$ cat src/hw/rtl/cigar_parser_with_lengths_defines.svh
// ----------------------------------------------------------------------------
// CIGAR parser assertion macros
// Shared concurrent assertion helpers, clocked on clk_i and held off in reset.
// ----------------------------------------------------------------------------
`ifndef CIGAR_PARSER_WITH_LENGTHS_DEFINES_SVH
`define CIGAR_PARSER_WITH_LENGTHS_DEFINES_SVH

// A condition that must hold at every clock edge outside of reset.
`define CPL_ASSERT(lbl, cond, msg) \
  lbl: assert property (@(posedge clk_i) disable iff (!rst_ni) (cond)) else $error(msg);

// A condition in one cycle that demands a consequence in the same cycle.
`define CPL_ASSERT_IMPL(lbl, ante, cons, msg) \
  lbl: assert property (@(posedge clk_i) disable iff (!rst_ni) (ante) |-> (cons)) \
    else $error(msg);

// A condition in one cycle that demands a consequence in the next cycle.
`define CPL_ASSERT_NEXT(lbl, ante, cons, msg) \
  lbl: assert property (@(posedge clk_i) disable iff (!rst_ni) (ante) |=> (cons)) \
    else $error(msg);

`endif

$ cat src/hw/rtl/cpl_pkg.sv
// ----------------------------------------------------------------------------
// CIGAR parser package
// Types, character constants and error helpers shared by the parser files.
// ----------------------------------------------------------------------------
package cpl_pkg;

  localparam int unsigned LEN_BITS_DEF = 32;

  // Output queue geometry.
  localparam int unsigned OUT_DEPTH = 4;
  localparam int unsigned OUT_PTR_W = $clog2(OUT_DEPTH);
  localparam int unsigned OUT_CNT_W = $clog2(OUT_DEPTH + 1);

  // Characters of interest.
  localparam logic [7:0] CHAR_ZERO  = 8'h30;
  localparam logic [7:0] CHAR_NINE  = 8'h39;
  localparam logic [7:0] CHAR_EQUAL = 8'h3D;
  localparam logic [7:0] CHAR_UC_A  = 8'h41;
  localparam logic [7:0] CHAR_UC_Z  = 8'h5A;
  localparam logic [7:0] CHAR_M     = 8'h4D;
  localparam logic [7:0] CHAR_I     = 8'h49;
  localparam logic [7:0] CHAR_D     = 8'h44;

  localparam logic KIND_OP      = 1'b0;
  localparam logic KIND_SUMMARY = 1'b1;

  typedef enum logic [2:0] {
    ERR_NONE     = 3'd0,
    ERR_ZERO_LEN = 3'd1,
    ERR_BAD_CHAR = 3'd2,
    ERR_NO_OP    = 3'd3,
    ERR_UNSUP_OP = 3'd4,
    ERR_OVERFLOW = 3'd5
  } cpl_err_e;

  typedef struct packed {
    logic        record_kind;
    logic [7:0]  op_char;
    logic [31:0] op_length;
    logic [31:0] query_length;
    logic [31:0] target_length;
    cpl_err_e    error_code;
    logic        last_result;
  } cpl_rec_t;

  // Zero length, bad character and missing operation stop the parse.
  function automatic logic is_fatal(cpl_err_e e);
    return (e == ERR_ZERO_LEN) || (e == ERR_BAD_CHAR) || (e == ERR_NO_OP);
  endfunction

  // The first error sticks, except that a fatal one replaces a non-fatal one.
  function automatic cpl_err_e raise_err(cpl_err_e cur, cpl_err_e code);
    cpl_err_e res;
    res = cur;
    if ((cur == ERR_NONE) || (is_fatal(code) && !is_fatal(cur))) begin
      res = code;
    end
    return res;
  endfunction

endpackage

$ cat src/hw/rtl/cpl_if.sv
// ----------------------------------------------------------------------------
// CIGAR parser channel interfaces
// Valid/ready channels for input characters and for result records.
// ----------------------------------------------------------------------------
interface cpl_in_if;
  logic       valid;
  logic       ready;
  logic [7:0] char_code;
  logic       last_char;

  modport source (output valid, output char_code, output last_char, input ready);
  modport sink   (input valid, input char_code, input last_char, output ready);
endinterface

interface cpl_out_if;
  logic        valid;
  logic        ready;
  logic        record_kind;
  logic [7:0]  op_char;
  logic [31:0] op_length;
  logic [31:0] query_length;
  logic [31:0] target_length;
  logic [2:0]  error_code;
  logic        last_result;

  modport source (
    output valid, output record_kind, output op_char, output op_length,
    output query_length, output target_length, output error_code,
    output last_result, input ready
  );
  modport sink (
    input valid, input record_kind, input op_char, input op_length,
    input query_length, input target_length, input error_code,
    input last_result, output ready
  );
endinterface

$ cat src/hw/rtl/cpl_step.sv
// ----------------------------------------------------------------------------
// CIGAR parser step logic
// Next parse state and the records produced by one character.
// ----------------------------------------------------------------------------
module cpl_step import cpl_pkg::*; #(
  parameter int unsigned LEN_BITS = LEN_BITS_DEF
) (
  input  logic [7:0]          char_i,
  input  logic                last_i,
  input  logic [LEN_BITS-1:0] acc_i,
  input  logic [LEN_BITS-1:0] qtot_i,
  input  logic [LEN_BITS-1:0] ttot_i,
  input  cpl_err_e            err_i,
  output logic [LEN_BITS-1:0] acc_o,
  output logic [LEN_BITS-1:0] qtot_o,
  output logic [LEN_BITS-1:0] ttot_o,
  output cpl_err_e            err_o,
  output logic [1:0]          push_n_o,
  output cpl_rec_t            rec_a_o,
  output cpl_rec_t            rec_b_o
);

  localparam logic [LEN_BITS-1:0] LenMax = '1;

  logic                is_digit;
  logic                is_op;
  logic [LEN_BITS+3:0] acc_x10;
  logic [LEN_BITS:0]   q_sum;
  logic [LEN_BITS:0]   t_sum;
  logic [LEN_BITS-1:0] acc_n;
  logic [LEN_BITS-1:0] q_n;
  logic [LEN_BITS-1:0] t_n;
  cpl_err_e            code;
  cpl_err_e            err_step;
  cpl_err_e            err_fin;
  logic                emit;
  logic                unsup;
  logic [LEN_BITS+31:0] acc_pad;
  logic [LEN_BITS+31:0] q_pad;
  logic [LEN_BITS+31:0] t_pad;
  cpl_rec_t            op_rec;
  cpl_rec_t            sum_rec;

  assign is_digit = (char_i >= CHAR_ZERO) && (char_i <= CHAR_NINE);
  assign is_op    = ((char_i >= CHAR_UC_A) && (char_i <= CHAR_UC_Z)) ||
                    (char_i == CHAR_EQUAL);

  // Times ten as two shifted copies, plus the digit; the top nibble flags overflow.
  assign acc_x10 = ({4'b0, acc_i} << 3) + ({4'b0, acc_i} << 1) +
                   (LEN_BITS + 4)'(char_i[3:0]);
  assign q_sum   = {1'b0, qtot_i} + {1'b0, acc_i};
  assign t_sum   = {1'b0, ttot_i} + {1'b0, acc_i};

  always_comb begin
    acc_n = acc_i;
    q_n   = qtot_i;
    t_n   = ttot_i;
    code  = ERR_NONE;
    emit  = 1'b0;
    unsup = 1'b0;
    if (!is_fatal(err_i)) begin
      if (is_digit) begin
        if (acc_x10[LEN_BITS+3:LEN_BITS] != 4'd0) begin
          acc_n = LenMax;
          code  = ERR_OVERFLOW;
        end else begin
          acc_n = acc_x10[LEN_BITS-1:0];
        end
      end else if (is_op) begin
        if (acc_i == '0) begin
          code = ERR_ZERO_LEN;
        end else begin
          emit  = 1'b1;
          acc_n = '0;
          if ((char_i == CHAR_M) || (char_i == CHAR_I)) begin
            q_n = q_sum[LEN_BITS] ? LenMax : q_sum[LEN_BITS-1:0];
            if (q_sum[LEN_BITS]) begin
              code = ERR_OVERFLOW;
            end
          end
          if ((char_i == CHAR_M) || (char_i == CHAR_D)) begin
            t_n = t_sum[LEN_BITS] ? LenMax : t_sum[LEN_BITS-1:0];
            if (t_sum[LEN_BITS]) begin
              code = ERR_OVERFLOW;
            end
          end
          if ((char_i != CHAR_M) && (char_i != CHAR_I) && (char_i != CHAR_D)) begin
            unsup = 1'b1;
            code  = ERR_UNSUP_OP;
          end
        end
      end else begin
        code = ERR_BAD_CHAR;
      end
    end
  end

  assign err_step = raise_err(err_i, code);

  // An open run at the end of the string means the operation letter is missing.
  always_comb begin
    err_fin = err_step;
    if (last_i && !is_fatal(err_step) && (acc_n != '0)) begin
      err_fin = raise_err(err_step, ERR_NO_OP);
    end
  end

  assign acc_pad = {32'd0, acc_i};
  assign q_pad   = {32'd0, q_n};
  assign t_pad   = {32'd0, t_n};

  always_comb begin
    op_rec               = '0;
    op_rec.record_kind   = KIND_OP;
    op_rec.op_char       = char_i;
    op_rec.op_length     = acc_pad[31:0];
    op_rec.error_code    = unsup ? ERR_UNSUP_OP : ERR_NONE;
    op_rec.last_result   = 1'b0;

    sum_rec               = '0;
    sum_rec.record_kind   = KIND_SUMMARY;
    sum_rec.query_length  = q_pad[31:0];
    sum_rec.target_length = t_pad[31:0];
    sum_rec.error_code    = err_fin;
    sum_rec.last_result   = 1'b1;
  end

  assign rec_a_o  = emit ? op_rec : sum_rec;
  assign rec_b_o  = sum_rec;
  assign push_n_o = {1'b0, emit} + {1'b0, last_i};

  // The string ends: everything returns to its reset value.
  assign acc_o  = last_i ? '0 : acc_n;
  assign qtot_o = last_i ? '0 : q_n;
  assign ttot_o = last_i ? '0 : t_n;
  assign err_o  = last_i ? ERR_NONE : err_step;

endmodule

$ cat src/hw/rtl/cpl_out_fifo.sv
// ----------------------------------------------------------------------------
// CIGAR parser output queue
// Small register queue that takes up to two records per cycle and sends at most one.
// ----------------------------------------------------------------------------
module cpl_out_fifo import cpl_pkg::*; (
  input  logic             clk_i,
  input  logic             rst_ni,
  input  logic [1:0]       push_n_i,
  input  cpl_rec_t         rec_a_i,
  input  cpl_rec_t         rec_b_i,
  output logic             room_o,
  cpl_out_if.source        out_o
);

  cpl_rec_t               mem_q [OUT_DEPTH];
  logic [OUT_PTR_W-1:0]   wr_ptr_q, wr_ptr_d;
  logic [OUT_PTR_W-1:0]   rd_ptr_q, rd_ptr_d;
  logic [OUT_CNT_W-1:0]   cnt_q, cnt_d;
  logic [OUT_PTR_W-1:0]   wr_ptr_nx;
  logic                   pop;
  cpl_rec_t               head;

  assign pop       = out_o.valid && out_o.ready;
  assign wr_ptr_nx = wr_ptr_q + OUT_PTR_W'(1);
  assign wr_ptr_d  = wr_ptr_q + OUT_PTR_W'(push_n_i);
  assign rd_ptr_d  = rd_ptr_q + OUT_PTR_W'(pop);
  assign cnt_d     = cnt_q + OUT_CNT_W'(push_n_i) - OUT_CNT_W'(pop);

  // Room for the worst case of one character: an op record and a summary.
  assign room_o = cnt_q <= OUT_CNT_W'(OUT_DEPTH - 2);

  always_ff @(posedge clk_i or negedge rst_ni) begin
    if (!rst_ni) begin
      wr_ptr_q <= '0;
      rd_ptr_q <= '0;
      cnt_q    <= '0;
    end else begin
      wr_ptr_q <= wr_ptr_d;
      rd_ptr_q <= rd_ptr_d;
      cnt_q    <= cnt_d;
    end
  end

  always_ff @(posedge clk_i) begin
    if (push_n_i != 2'd0) begin
      mem_q[wr_ptr_q] <= rec_a_i;
    end
    if (push_n_i == 2'd2) begin
      mem_q[wr_ptr_nx] <= rec_b_i;
    end
  end

  assign head                = mem_q[rd_ptr_q];
  assign out_o.valid         = cnt_q != '0;
  assign out_o.record_kind   = head.record_kind;
  assign out_o.op_char       = head.op_char;
  assign out_o.op_length     = head.op_length;
  assign out_o.query_length  = head.query_length;
  assign out_o.target_length = head.target_length;
  assign out_o.error_code    = head.error_code;
  assign out_o.last_result   = head.last_result;

endmodule

$ cat src/hw/rtl/cigar_parser_with_lengths.sv
// ----------------------------------------------------------------------------
// CIGAR string parser with query and target lengths
// Parses a CIGAR string one character per beat into op and summary records.
// ----------------------------------------------------------------------------
// The block takes one ASCII character per input beat, with last_char marking
// the end of a string. Digits build a run length; an upper-case letter or '='
// closes the run and produces an operation record. M adds the run to both
// the query and the target total, I to the query total and D to the target
// total; any other letter is passed on with an unsupported-op code and left
// out of the totals. The final character also produces a summary record with
// both totals and the sticky error code, and the parser then starts clean for
// the next string. A zero run, a character outside digits, capitals and '=',
// or a run left open at the end is fatal: the rest of the string is skipped
// up to the summary. Runs and totals saturate at all ones on LEN_BITS bits
// and flag an overflow; the outputs carry the low 32 bits.
// Throughput is one character per clock cycle while the input does not stall.
// A character is first taken into an input register, then handled by the
// combinational step logic (a times-ten accumulate and two saturating adds),
// which writes its records into a four-entry output queue. The input register
// moves on only when the queue has two free entries, so the input stalls while
// three or more records are waiting. With the output side ready in every cycle
// no more than two records ever wait and the input never stalls; a slow output
// side sets the pace then. The records of a character pass through the input
// register and the output queue before they can be taken at the output.
// ----------------------------------------------------------------------------
`include "cigar_parser_with_lengths_defines.svh"

module cigar_parser_with_lengths import cpl_pkg::*; #(
  parameter int unsigned LEN_BITS = LEN_BITS_DEF
) (
  input  logic      clk_i,
  input  logic      rst_ni,
  cpl_in_if.sink    in_i,
  cpl_out_if.source out_o
);

  // Input register stage.
  logic                s_valid_q;
  logic [7:0]          s_char_q;
  logic                s_last_q;

  // Parse state, carried from one character to the next.
  logic [LEN_BITS-1:0] acc_q, acc_d;
  logic [LEN_BITS-1:0] qtot_q, qtot_d;
  logic [LEN_BITS-1:0] ttot_q, ttot_d;
  cpl_err_e            err_q, err_d;

  logic                room;
  logic                fire;
  logic                in_take;
  logic [1:0]          push_n;
  logic [1:0]          push_gated;
  cpl_rec_t            rec_a;
  cpl_rec_t            rec_b;

  // Conditions watched by the assertions.
  logic                parse_idle;
  logic                fatal_held;

  // The held character is processed once the queue can take its records.
  assign fire       = s_valid_q && room;
  assign in_i.ready = !s_valid_q || fire;
  assign in_take    = in_i.valid && in_i.ready;
  assign push_gated = fire ? push_n : 2'd0;

  always_ff @(posedge clk_i or negedge rst_ni) begin
    if (!rst_ni) begin
      s_valid_q <= 1'b0;
    end else if (in_i.ready) begin
      s_valid_q <= in_i.valid;
    end
  end

  always_ff @(posedge clk_i) begin
    if (in_take) begin
      s_char_q <= in_i.char_code;
      s_last_q <= in_i.last_char;
    end
  end

  always_ff @(posedge clk_i or negedge rst_ni) begin
    if (!rst_ni) begin
      acc_q  <= '0;
      qtot_q <= '0;
      ttot_q <= '0;
      err_q  <= ERR_NONE;
    end else if (fire) begin
      acc_q  <= acc_d;
      qtot_q <= qtot_d;
      ttot_q <= ttot_d;
      err_q  <= err_d;
    end
  end

  cpl_step #(
    .LEN_BITS (LEN_BITS)
  ) u_step (
    .char_i   (s_char_q),
    .last_i   (s_last_q),
    .acc_i    (acc_q),
    .qtot_i   (qtot_q),
    .ttot_i   (ttot_q),
    .err_i    (err_q),
    .acc_o    (acc_d),
    .qtot_o   (qtot_d),
    .ttot_o   (ttot_d),
    .err_o    (err_d),
    .push_n_o (push_n),
    .rec_a_o  (rec_a),
    .rec_b_o  (rec_b)
  );

  cpl_out_fifo u_out_fifo (
    .clk_i    (clk_i),
    .rst_ni   (rst_ni),
    .push_n_i (push_gated),
    .rec_a_i  (rec_a),
    .rec_b_i  (rec_b),
    .room_o   (room),
    .out_o    (out_o)
  );

  assign parse_idle = (acc_q == '0) && (qtot_q == '0) && (ttot_q == '0) &&
                      (err_q == ERR_NONE);
  assign fatal_held = fire && is_fatal(err_q) && !s_last_q;

  // The end of a string leaves the parser in its reset state.
  `CPL_ASSERT_NEXT(a_clean_after_last, fire && s_last_q, parse_idle, "state not cleared")

  // After a fatal error nothing but the final summary is produced.
  `CPL_ASSERT_IMPL(a_fatal_silent, fatal_held, push_n == 2'd0, "record after fatal error")

  // Every processed character that produces a record makes output valid.
  `CPL_ASSERT_NEXT(a_push_shows, fire && (push_n != 2'd0), out_o.valid, "record not offered")

endmodule

$ cat src/flat_wrapper.sv
// flat-port wrapper written by rule: the top's interface ports become plain ports
module cigar_parser_with_lengths_flat import cpl_pkg::*;
#(
  parameter int unsigned LEN_BITS = LEN_BITS_DEF
)
  (clk_i, rst_ni, in_i_valid, in_i_char_code, in_i_last_char, in_i_ready, out_o_valid, out_o_record_kind, out_o_op_char, out_o_op_length, out_o_query_length, out_o_target_length, out_o_error_code, out_o_last_result, out_o_ready);
  cpl_in_if in_i_i ();
  cpl_out_if out_o_i ();
  input  logic clk_i;
  input  logic rst_ni;
  input wire logic [$bits(in_i_i.valid)-1:0] in_i_valid;
  input wire logic [$bits(in_i_i.char_code)-1:0] in_i_char_code;
  input wire logic [$bits(in_i_i.last_char)-1:0] in_i_last_char;
  output wire logic [$bits(in_i_i.ready)-1:0] in_i_ready;
  output wire logic [$bits(out_o_i.valid)-1:0] out_o_valid;
  output wire logic [$bits(out_o_i.record_kind)-1:0] out_o_record_kind;
  output wire logic [$bits(out_o_i.op_char)-1:0] out_o_op_char;
  output wire logic [$bits(out_o_i.op_length)-1:0] out_o_op_length;
  output wire logic [$bits(out_o_i.query_length)-1:0] out_o_query_length;
  output wire logic [$bits(out_o_i.target_length)-1:0] out_o_target_length;
  output wire logic [$bits(out_o_i.error_code)-1:0] out_o_error_code;
  output wire logic [$bits(out_o_i.last_result)-1:0] out_o_last_result;
  input wire logic [$bits(out_o_i.ready)-1:0] out_o_ready;
  assign in_i_i.valid = in_i_valid;
  assign in_i_i.char_code = in_i_char_code;
  assign in_i_i.last_char = in_i_last_char;
  assign in_i_ready = in_i_i.ready;
  assign out_o_valid = out_o_i.valid;
  assign out_o_record_kind = out_o_i.record_kind;
  assign out_o_op_char = out_o_i.op_char;
  assign out_o_op_length = out_o_i.op_length;
  assign out_o_query_length = out_o_i.query_length;
  assign out_o_target_length = out_o_i.target_length;
  assign out_o_error_code = out_o_i.error_code;
  assign out_o_last_result = out_o_i.last_result;
  assign out_o_i.ready = out_o_ready;
  cigar_parser_with_lengths #(.LEN_BITS(LEN_BITS)) u_core (.clk_i(clk_i), .rst_ni(rst_ni), .in_i(in_i_i), .out_o(out_o_i));
endmodule
$ cat config.mk
export PLATFORM = sky130hd
export DESIGN_NAME = cigar_parser_with_lengths_flat
export DESIGN_NICKNAME = d
export VERILOG_FILES = /design/src/hw/rtl/cpl_pkg.sv /design/src/hw/rtl/cpl_if.sv /design/src/hw/rtl/cpl_step.sv /design/src/hw/rtl/cpl_out_fifo.sv /design/src/hw/rtl/cigar_parser_with_lengths.sv /design/src/flat_wrapper.sv
export VERILOG_INCLUDE_DIRS = /design/src /design/src/hw/rtl
export SDC_FILE = /design/constraint.sdc
export NUM_CORES = 1
export LEC_CHECK = 0
export ABC_AREA = 1
export BUFFER_PORTS_ARGS = -buffer_cell sky130_fd_sc_hd__buf_2
export CAP_MARGIN = 0
export CORE_UTILIZATION = 45
export CTS_CLUSTER_DIAMETER = 120
export DETAILED_ROUTE_END_ITERATION = 10
export PLACE_DENSITY = 0.64
export SYNTH_ARGS = -nofsm -noshare
export SYNTH_HDL_FRONTEND = slang
export SYNTH_SLANG_ARGS = --single-unit
$ cat constraint.sdc
create_clock -name clk_i -period 5.8 [get_ports clk_i]
set_input_delay 0.58 -clock clk_i [delete_from_list [all_inputs] [get_ports clk_i]]
set_output_delay 0.58 -clock clk_i [all_outputs]
set_load 0.02 [all_outputs]
==> results of run 1 <==
-- worst min-delay path by stage --
stage	to	from	slack [ns]	cells after the start
after floorplan	u_core.acc_q[0]	rst_ni	0.28	0
after global routing	u_core.s_char_q[7]	in_i_char_code[7]	0.13	1
after CTS	u_core.s_char_q[7]	in_i_char_code[7]	0.10	1
after detailed placement	u_core.u_out_fifo.mem_q[1][107]	u_core.u_out_fifo.mem_q[1][107]	0.43	2
final	u_core.s_char_q[7]	in_i_char_code[7]	0.14	1
after global placement	u_core.u_out_fifo.mem_q[1][107]	u_core.u_out_fifo.mem_q[1][107]	0.43	2
-- layout make-up --
class	count	area share, %
clock buffer	71	4.78
inverter	246	2.85
timing repair buffer	176	3.31
antenna	1	0.00767
tap	855	3.28
multi-input combinational	2544	41.0
clock inverter	37	0.962
sequential	548	43.8
-- cells in the mapped netlist, drive strengths merged, types with 9 or more instances --
library cell  count
nand4            14
nor2            621
o21bai            9
o21ai           510
dfxtp           164
clkbuf          167
a31oi            11
xor2             33
buf              27
nor4             17
inv             243
nand2           505
or2              13
xnor2            20
a21boi            9
a21oi           159
dfrtp           107
nand3           238
edfxtp          277
ha              133
o22ai           189
nor3             21
a21o             15
-- flip-flops by register name, indices dropped and copies added (netlist names) --
signal	flops
u_core.acc_q	32
u_core.err_q	3
u_core.qtot_q	32
u_core.s_char_q	8
u_core.s_last_q	1
u_core.s_valid_q	1
u_core.ttot_q	32
u_core.u_out_fifo.cnt_q	3
u_core.u_out_fifo.mem_q	432
u_core.u_out_fifo.rd_ptr_q	2
u_core.u_out_fifo.wr_ptr_q	2
-- what timing repair did --
item | 4_1_cts | 5_1_grt
hold buffers | 1 | 0
endpoints found under the hold margin | 43 | 0
setup endpoints to repair | 0 | 0
-- power breakdown --
| group | internal (mW) | switching (mW) | leakage [nW] |
|---|---|---|---|
| registers | 4.56 | 0.344 | 5.36 |
| clock network | 2.06 | 1.61 | 0.931 |
| logic | 1.78 | 4.60 | 6.92 |
-- worst max-delay path, stage by stage, from the launching register on --
cell     delay (ns)
dfrtp_1        0.61
nor4_1         0.35
nand4_1        0.16
or2_2          0.33
nand2_1        0.13
nor2_4         0.06
ha_1           0.19
inv_1          0.05
nor2_1         0.07
inv_2          0.06
nor2_1         0.04
inv_1          0.15
nor3_2         0.11
inv_1          0.06
buf_4          0.47
nand2_4        0.41
o21ai_4        0.52
buf_4          0.61
nor2_1         0.11
-- layer usage --
layer	vias to the layer above	share of wire, %	wire [µm]
met5	-	0.0091	8
met4	2	3.3	2890
met3	157	7.4	6550
met2	847	46	40400
met1	11900	44	38500
li1	12300	-	-
-- stage by stage --
stage | instance area (µm²) | cells | setup slack [ns] | hold slack, ns | power (mW)
final | 32600 | 4478 | 0.976 | 0.137 | 14.9
after global routing | 32600 | 4477 | 0.609 | 0.128 | 15.7
after CTS | 32600 | 4477 | 0.966 | 0.103 | 15.0
after detailed placement | 30700 | 4368 | 0.991 | 0.426 | 11.3
after global placement | 30700 | 4368 | 1.03 | 0.425 | 11.3
after floorplan | 29300 | 3532 | 0.707 | 0.284 | 9.06
-- cells by family (layout without fill, tap and decap cells) --
group / count (synthesis) / after routing / synth area share [%]
buffers and inverters: 440 / 530 / 5.73
XOR/XNOR: 53 / 53 / 1.59
AO/OA/AOI/OAI: 917 / 917 / 17.1
AND/OR/NAND/NOR: 1436 / 1436 / 20.7
flip-flops: 548 / 548 / 48.8
other: 0 / 1 / 0
adder cells (fa/ha/maj): 138 / 138 / 6.03
==> reports/summary.txt, run 1 <==
sequential standard cell area: 14300 µm²
die width: 257 µm
vias in the first global route: 23600
DRC viols: 0
Leakage Power: 13.2 nW
Seq/Total Area, Yosys: 48.8%
setup violators final: 0
GR Util met2: 42.0%
Die H: 257 µm
relative slew slack: 25.4%
Worst-Margin Slew: 1.12 ns
fraction of layout cells with a size suffix above 1: 10.4%
Syn Inst Count: 3532
Setup crit end kind: flip-flop
top cells by area in the synthesized netlist: edfxtp_1 28%, dfxtp_1 11%, dfrtp_1 9.1%, o21ai_0 8.5%, nor2_1 7.8%
CP startpoint kind: flip-flop
largest net degree at the start of global routing: 113
met1 Use GR: 36.0%
Die ar.: 66100 µm²
DR WL/cell: 19.7 µm
drt first pass iters: 6
clock-pin slew on the worst setup and hold paths: 0.06 ns
overall routing resource usage: 26.3%
core area: 64300 µm²
most common cell after layout, fill and taps aside: nor2_1
Cell Rows: 93
Congestion Overflow GR: 0
drt total wl: 88.3 mm
Tcrit/Tclk final: 83.2%
Critical Path AT: 5.17 ns
top_reg_cell synth: edfxtp_1
Netlist cell types: 51
initial antenna violation count: 2
Area growth syn-to-layout: 11.5%
FMAX: 207 MHz
Initial Utilization: 45.5%
Crit Path Max Fanout: 40
async set or reset register ratio after synthesis: 19.5%
Post-CTS Resized: 0
RSZ-0062 raised after global routing: no
Multi-input gate area: 13400 µm²
Setup Skew: 0.0219 ns
Vias: 25200
Clock Latency Late Sink: 0.63 ns
Post-synth EDFFs: 277
clock root cell: clkbuf_16
Yosys reg bits: 548
Via-to-Cell Ratio: 5.62
placer congestion estimate: 0.970
H-tree level count: 2
Layout Utilization: 50.7%
area leader, netlist: edfxtp_1
crit path from: u_core.acc_q[18]
status: completed
r2r setup slk: 0.98 ns
fill count: 6107
GR peak layer: met2
CTS Sinks: 548
DRT iter0 DRCs: 2413
Synth Cell Area: 29300 µm²
Tmin final: 4.82 ns
Setup TNS: 0 ns
Worst R2R Start: u_core.acc_q[18]
placed wire-length estimate: 56.9 mm
share of the synthesized area in the top cell type: 28.4%
required time worst endpoint: 6.15 ns
Max clock buf depth: 3
Max-Cap Viols: 0
Hold WC Path Type: input port to flip-flop
max-slew violation count: 0
worst vdd ir: 0.342 mV
CTS tree: yes
Detail Route Antenna Nets: 0
CP endpoint: u_core.u_out_fifo.mem_q[0][11]
Syn Area/Cell: 8.29 µm²
Final Hold Viols: 0
FF-to-FF path depth: 18
IO Pins: 124
Post-CTS Setup Bufs: 0
Num CTS Buffers: 57
global-route wire length before repair: 137 mm
CP Class: flip-flop to flip-flop
highest-count cells in the layout ignoring fill and taps: 609 x nor2_1, 495 x o21ai_0, 482 x nand2_1
Reg-to-Reg End: u_core.u_out_fifo.mem_q[0][11]
met3 Resource Use GR: 4.61%
Final nets: 3724
Post-Syn Nets: 3683
P per Cell Area: 458 nW/µm²
Synth warnings: 0
Port Buffers: 123
Note: power is estimated with default switching activity, not from simulation.
==> run 2, diff against run 1 <==
--- a/config.mk
+++ b/config.mk
@@ -6,13 +6,13 @@
 export SDC_FILE = /design/constraint.sdc
 export NUM_CORES = 1
 export LEC_CHECK = 0
-export ABC_AREA = 1
+export ABC_AREA = 0
 export BUFFER_PORTS_ARGS = -buffer_cell sky130_fd_sc_hd__buf_2
 export CAP_MARGIN = 0
 export CORE_UTILIZATION = 45
 export CTS_CLUSTER_DIAMETER = 120
 export DETAILED_ROUTE_END_ITERATION = 10
-export PLACE_DENSITY = 0.64
+export PLACE_DENSITY = 0.67
 export SYNTH_ARGS = -nofsm -noshare
 export SYNTH_HDL_FRONTEND = slang
 export SYNTH_SLANG_ARGS = --single-unit
==> constraint.sdc (replaced) <==
create_clock -name clk_i -period 4.1 [get_ports clk_i]
set_input_delay 0.41 -clock clk_i [delete_from_list [all_inputs] [get_ports clk_i]]
set_output_delay 0.41 -clock clk_i [all_outputs]
set_load 0.02 [all_outputs]
==> run 2 against run 1 <==
  * The flow now finishes with violations (negative setup slack)
  * Synthesized cell count fell by 27%
  * Register-to-register slack lost 1.4 ns
  * Largest cell class unchanged
  * Wire length unchanged
  * Flip-flop and latch count unchanged
  * Largest power group unchanged
  * Global-route usage is 1.3 points higher
  * Maximum frequency is 5.5% higher
  * Setup slack got worse by 1.4 ns
  * Critical endpoint is now u_core.u_out_fifo.mem_q[3][1]
  * Sequential share of layout area decreased by 2.4 points
  * Power rose by 34%
==> reports/summary.txt, run 2 <==
Syn Area/Cell: 11.0 µm² (was 8.29 µm²)
Syn Inst Count: 2583 (was 3532)
Setup crit end kind: flip-flop (unchanged)
DRT iter0 DRCs: 1793 (was 2413)
combinational share of power: 39.4% (was 42.7%)
Final Hold Viols: 0 (unchanged)
Worst Path Buf+Inv: 2 (was 6)
CTS tree: yes (unchanged)
Worst-Margin Slew: 1.37 ns (was 1.12 ns)
Seq/Total Area, Yosys: 50.4% (was 48.8%)
core area: 61900 µm² (was 64300 µm²)
Worst path max stage delay: 0.51 ns (was 0.61 ns)
top_reg_cell synth: edfxtp_1 (unchanged)
Cell Rows: 91 (was 93)
async set or reset register ratio after synthesis: 19.5% (unchanged)
Via-to-Cell Ratio: 6.01 (was 5.62)
clock-pin slew on the worst setup and hold paths: 0.07 ns (was 0.06 ns)
Port Buffers: 123 (unchanged)
die width: 253 µm (was 257 µm)
Flop pwr share: 34.1% (was 32.8%)
Final nets: 3066 (was 3724)
setup violators final: 16 (was 0)
H-tree level count: 2 (unchanged)
CP startpoint kind: flip-flop (unchanged)
Yosys reg bits: 548 (unchanged)
Post-synth EDFFs: 277 (unchanged)
Max clock buf depth: 3 (unchanged)
largest net degree at the start of global routing: 69 (was 113)
Clock Latency Late Sink: 0.64 ns (was 0.63 ns)
fraction of layout cells with a size suffix above 1: 25.1% (was 10.4%)
Die H: 253 µm (was 257 µm)
Leakage Power: 13.8 nW (was 13.2 nW)
DRC viols: 0 (unchanged)
Congestion Overflow GR: 0 (unchanged)
initial antenna violation count: 1 (was 2)
min-delay src: out_o_ready (was in_i_char_code[7])
Synth warnings: 0 (unchanged)
status: complete, but fails checks (was completed)
IO Pins: 124 (unchanged)
number of flip-flops in the largest register: 432 (unchanged)
global-route wire length before repair: 135 mm (was 137 mm)
CTS Sinks: 548 (unchanged)
Critical Path AT: 4.94 ns (was 5.17 ns)
drt total wl: 88.3 mm (unchanged)
Area growth syn-to-layout: 21.9% (was 11.5%)
register with the most flip-flops: u_core.u_out_fifo.mem_q (unchanged)
placed cell area: 31900 µm² (was 30700 µm²)
Synth Cell Area: 28300 µm² (was 29300 µm²)
worst path cell trace: inv_2 > fa_1 > fa_2 > and2b_1 > o211ai_2 > a2111oi_4 > buf_4 > nor3_4 > o311a_1 > nor3_4 > nand4_4 > o32ai_1 > and4_1 > o2111ai_4 > a32oi_2 > nor2_1 (was nor4_1 > nand4_1 > or2_2 > nand2_1 > nor2_4 > ha_1 > inv_1 > nor2_1 > inv_2 > nor2_1 > inv_1 > nor3_2 > inv_1 > buf_4 > nand2_4 > o21ai_4 > buf_4 > nor2_1)
slowest CP cell: fa_1 (was dfrtp_1)
overall routing resource usage: 27.6% (was 26.3%)
Netlist cell types: 88 (was 51)
fill count: 5319 (was 6107)
clock root cell: clkbuf_16 (unchanged)
Post-Syn Nets: 2734 (was 3683)
placed wire-length estimate: 59.1 mm (was 56.9 mm)
delay-heaviest family, CP: compound AO/OA/AOI/OAI gates (was simple AND/OR/NAND/NOR gates)
Hold WC Path Type: input port to flip-flop (unchanged)
Detail Route Antenna Nets: 0 (unchanged)
count leader, synth: nor2_1 (unchanged)
Initial Utilization: 45.7% (was 45.5%)
PnR worst setup slack: -0.473 ns (was 0.976 ns)
share of the synthesized area in the top cell type: 29.4% (was 28.4%)
most common cell after layout, fill and taps aside: nor2_1 (unchanged)
Placed Cells: 3661 (was 4368)
Setup Skew: 0.0288 ns (was 0.0219 ns)
required time worst endpoint: 4.47 ns (was 6.15 ns)
Placement Setup Slack: -0.545 ns (was 0.991 ns)
placer congestion estimate: 0.964 (was 0.970)
RSZ-0062 raised after global routing: yes (was no)
highest-count cells in the layout ignoring fill and taps: 365 x nor2_1, 277 x edfxtp_1, 257 x buf_4 (was 609 x nor2_1, 495 x o21ai_0, 482 x nand2_1)
Vias: 22900 (was 25200)
Worst R2R Start: u_core.s_char_q[3] (was u_core.acc_q[18])
area leader, netlist: edfxtp_1 (unchanged)
relative slew slack: 8.44% (was 25.4%)
CP Class: flip-flop to flip-flop (unchanged)
FMAX: 219 MHz (was 207 MHz)
vias in the first global route: 23100 (was 23600)
crit path from: u_core.s_char_q[3] (was u_core.acc_q[18])
Die ar.: 64000 µm² (was 66100 µm²)
Int Pwr: 12.5 mW (was 8.39 mW)
Tcrit/Tclk final: 112% (was 83.2%)
DR WL/cell: 23.2 µm (was 19.7 µm)
clock network power share: 26.5% (was 24.5%)
failing checks: negative setup slack
sequential standard cell area: 14300 µm² (about the same)
Synth top cells by count: 378 x nor2_1, 277 x edfxtp_1, 205 x nand2_1 (was 610 x nor2_1, 495 x o21ai_0, 486 x nand2_1)
Crit Path Max Fanout: 7 (was 40)
Switching Share: 37.6% (was 43.8%)
P per Cell Area: 579 nW/µm² (was 458 nW/µm²)
drt first pass iters: 5 (was 6)
top cells by area in the synthesized netlist: edfxtp_1 29%, dfxtp_1 12%, dfrtp_1 9.5%, mux4_2 8.6%, ha_1 5.9% (was edfxtp_1 28%, dfxtp_1 11%, dfrtp_1 9.1%, o21ai_0 8.5%, nor2_1 7.8%)
Non-Filler Instances: 3802 (was 4478)
Crit path top cell by count: nor3_4
max-slew violation count: 0 (unchanged)
worst vdd ir: 0.459 mV (was 0.342 mV)
fin area: 34500 µm² (was 32600 µm²)
Net Switching: 7.51 mW (was 6.55 mW)
Num CTS Buffers: 57 (unchanged)
Multi-input gate area: 13800 µm² (was 13400 µm²)
Tmin final: 4.57 ns (was 4.82 ns)
Max-Cap Viols: 0 (unchanged)
[run 2: cell types whose count changed after synthesis, moves of 24 or more]
cell      previous run  this run
o21ai_0            495       173
a22o_1               0       128
nor2_1             610       378
a21o_1              15        44
inv_1              226        54
nand3_1            227        26
clkbuf_1           167       116
xnor2_1             20        44
o22ai_1            189        25
nand2_1            486       205
mux4_2               0       108
[run 2: what timing repair did]
action	4_1_cts	5_1_grt
pin swaps	10	33
setup endpoints to repair	30	149
cloned	0	0
hold buffers	11	0
hold endpoints to repair	53	0
gates resized for setup	18	102
buffers inserted	10	13
[run 2: cells by family after synthesis]
kind of cell / Yosys count / share of synthesized area [%]
XOR/XNOR: 79 / 2.44
multiplexers: 110 / 8.66
AO/OA/AOI/OAI: 742 / 17.9
adder cells (fa/ha/maj): 138 / 6.23
flip-flops: 548 / 50.4
buffers and inverters: 209 / 2.83
AND/OR/NAND/NOR: 757 / 11.6
[run 2: layer usage]
metal	global-route usage, %	wire (µm)	share of wire, %
met4	10.4	3130	3.5
met3	4.35	5350	6.1
met5	0	8	0.0091
met2	46.1	42800	48
met1	36.1	37000	42
[run 2: final timing paths]
path | endpoint | slack [ns] | cells past startpoint
min in group asynchronous | u_core.s_valid_q | 0.35 | 2
max in group asynchronous | u_core.acc_q[23] | 2.84 | 3
worst max-delay path | u_core.u_out_fifo.mem_q[3][1] | -0.47 | 16
worst max register to register | u_core.u_out_fifo.mem_q[3][1] | -0.47 | 16
worst min register to register | u_core.u_out_fifo.mem_q[2][68] | 0.45 | 2
worst min-delay path | u_core.u_out_fifo.rd_ptr_q[0] | 0.15 | 3
[run 2: worst reg2reg max path: cells and delay by family, from the launching register on]
kind	cells	cell delay, ns
and+or+nand+nor	6	1.06
adders and majority gates	2	0.87
DFF	1	0.38
AOI/OAI and AO/OA	6	1.75
buffers and inverters	2	0.26
[run 2: layout make-up]
type                       instances  share of cell area (%)
clock inverter                    30                    1.01
antenna                            2                  0.0145
inverter                          55                   0.649
sequential                       548                    41.4
tap                              837                    3.03
clock buffer                      77                    4.56
multi-input combinational       1826                    39.9
timing repair buffer             427                    9.45
[run 2: through the flow]
step                      setup TNS (ns)  hold WS, ns  total power [mW]  util (%)
after floorplan                   -47.88        0.114              11.6         -
after global placement             -4.98        0.431              14.4      51.5
after detailed placement           -6.75        0.441              14.5      51.5
after CTS                          -4.41        0.126              19.9      55.0
after global routing               -9.21        0.163              20.8      55.7
final                              -4.97        0.149              20.0      55.7
[run 2: power groups by stage]
stage | Clock [mW] | Sequential [mW] | Combinational (mW)
global route | 5.55 | 6.87 | 8.36
finish | 5.29 | 6.83 | 7.88
global placement | 0 | 6.89 | 7.55
floorplan | 0 | 6.75 | 4.84
CTS | 5.35 | 6.82 | 7.69
detailed placement | 0 | 6.93 | 7.59
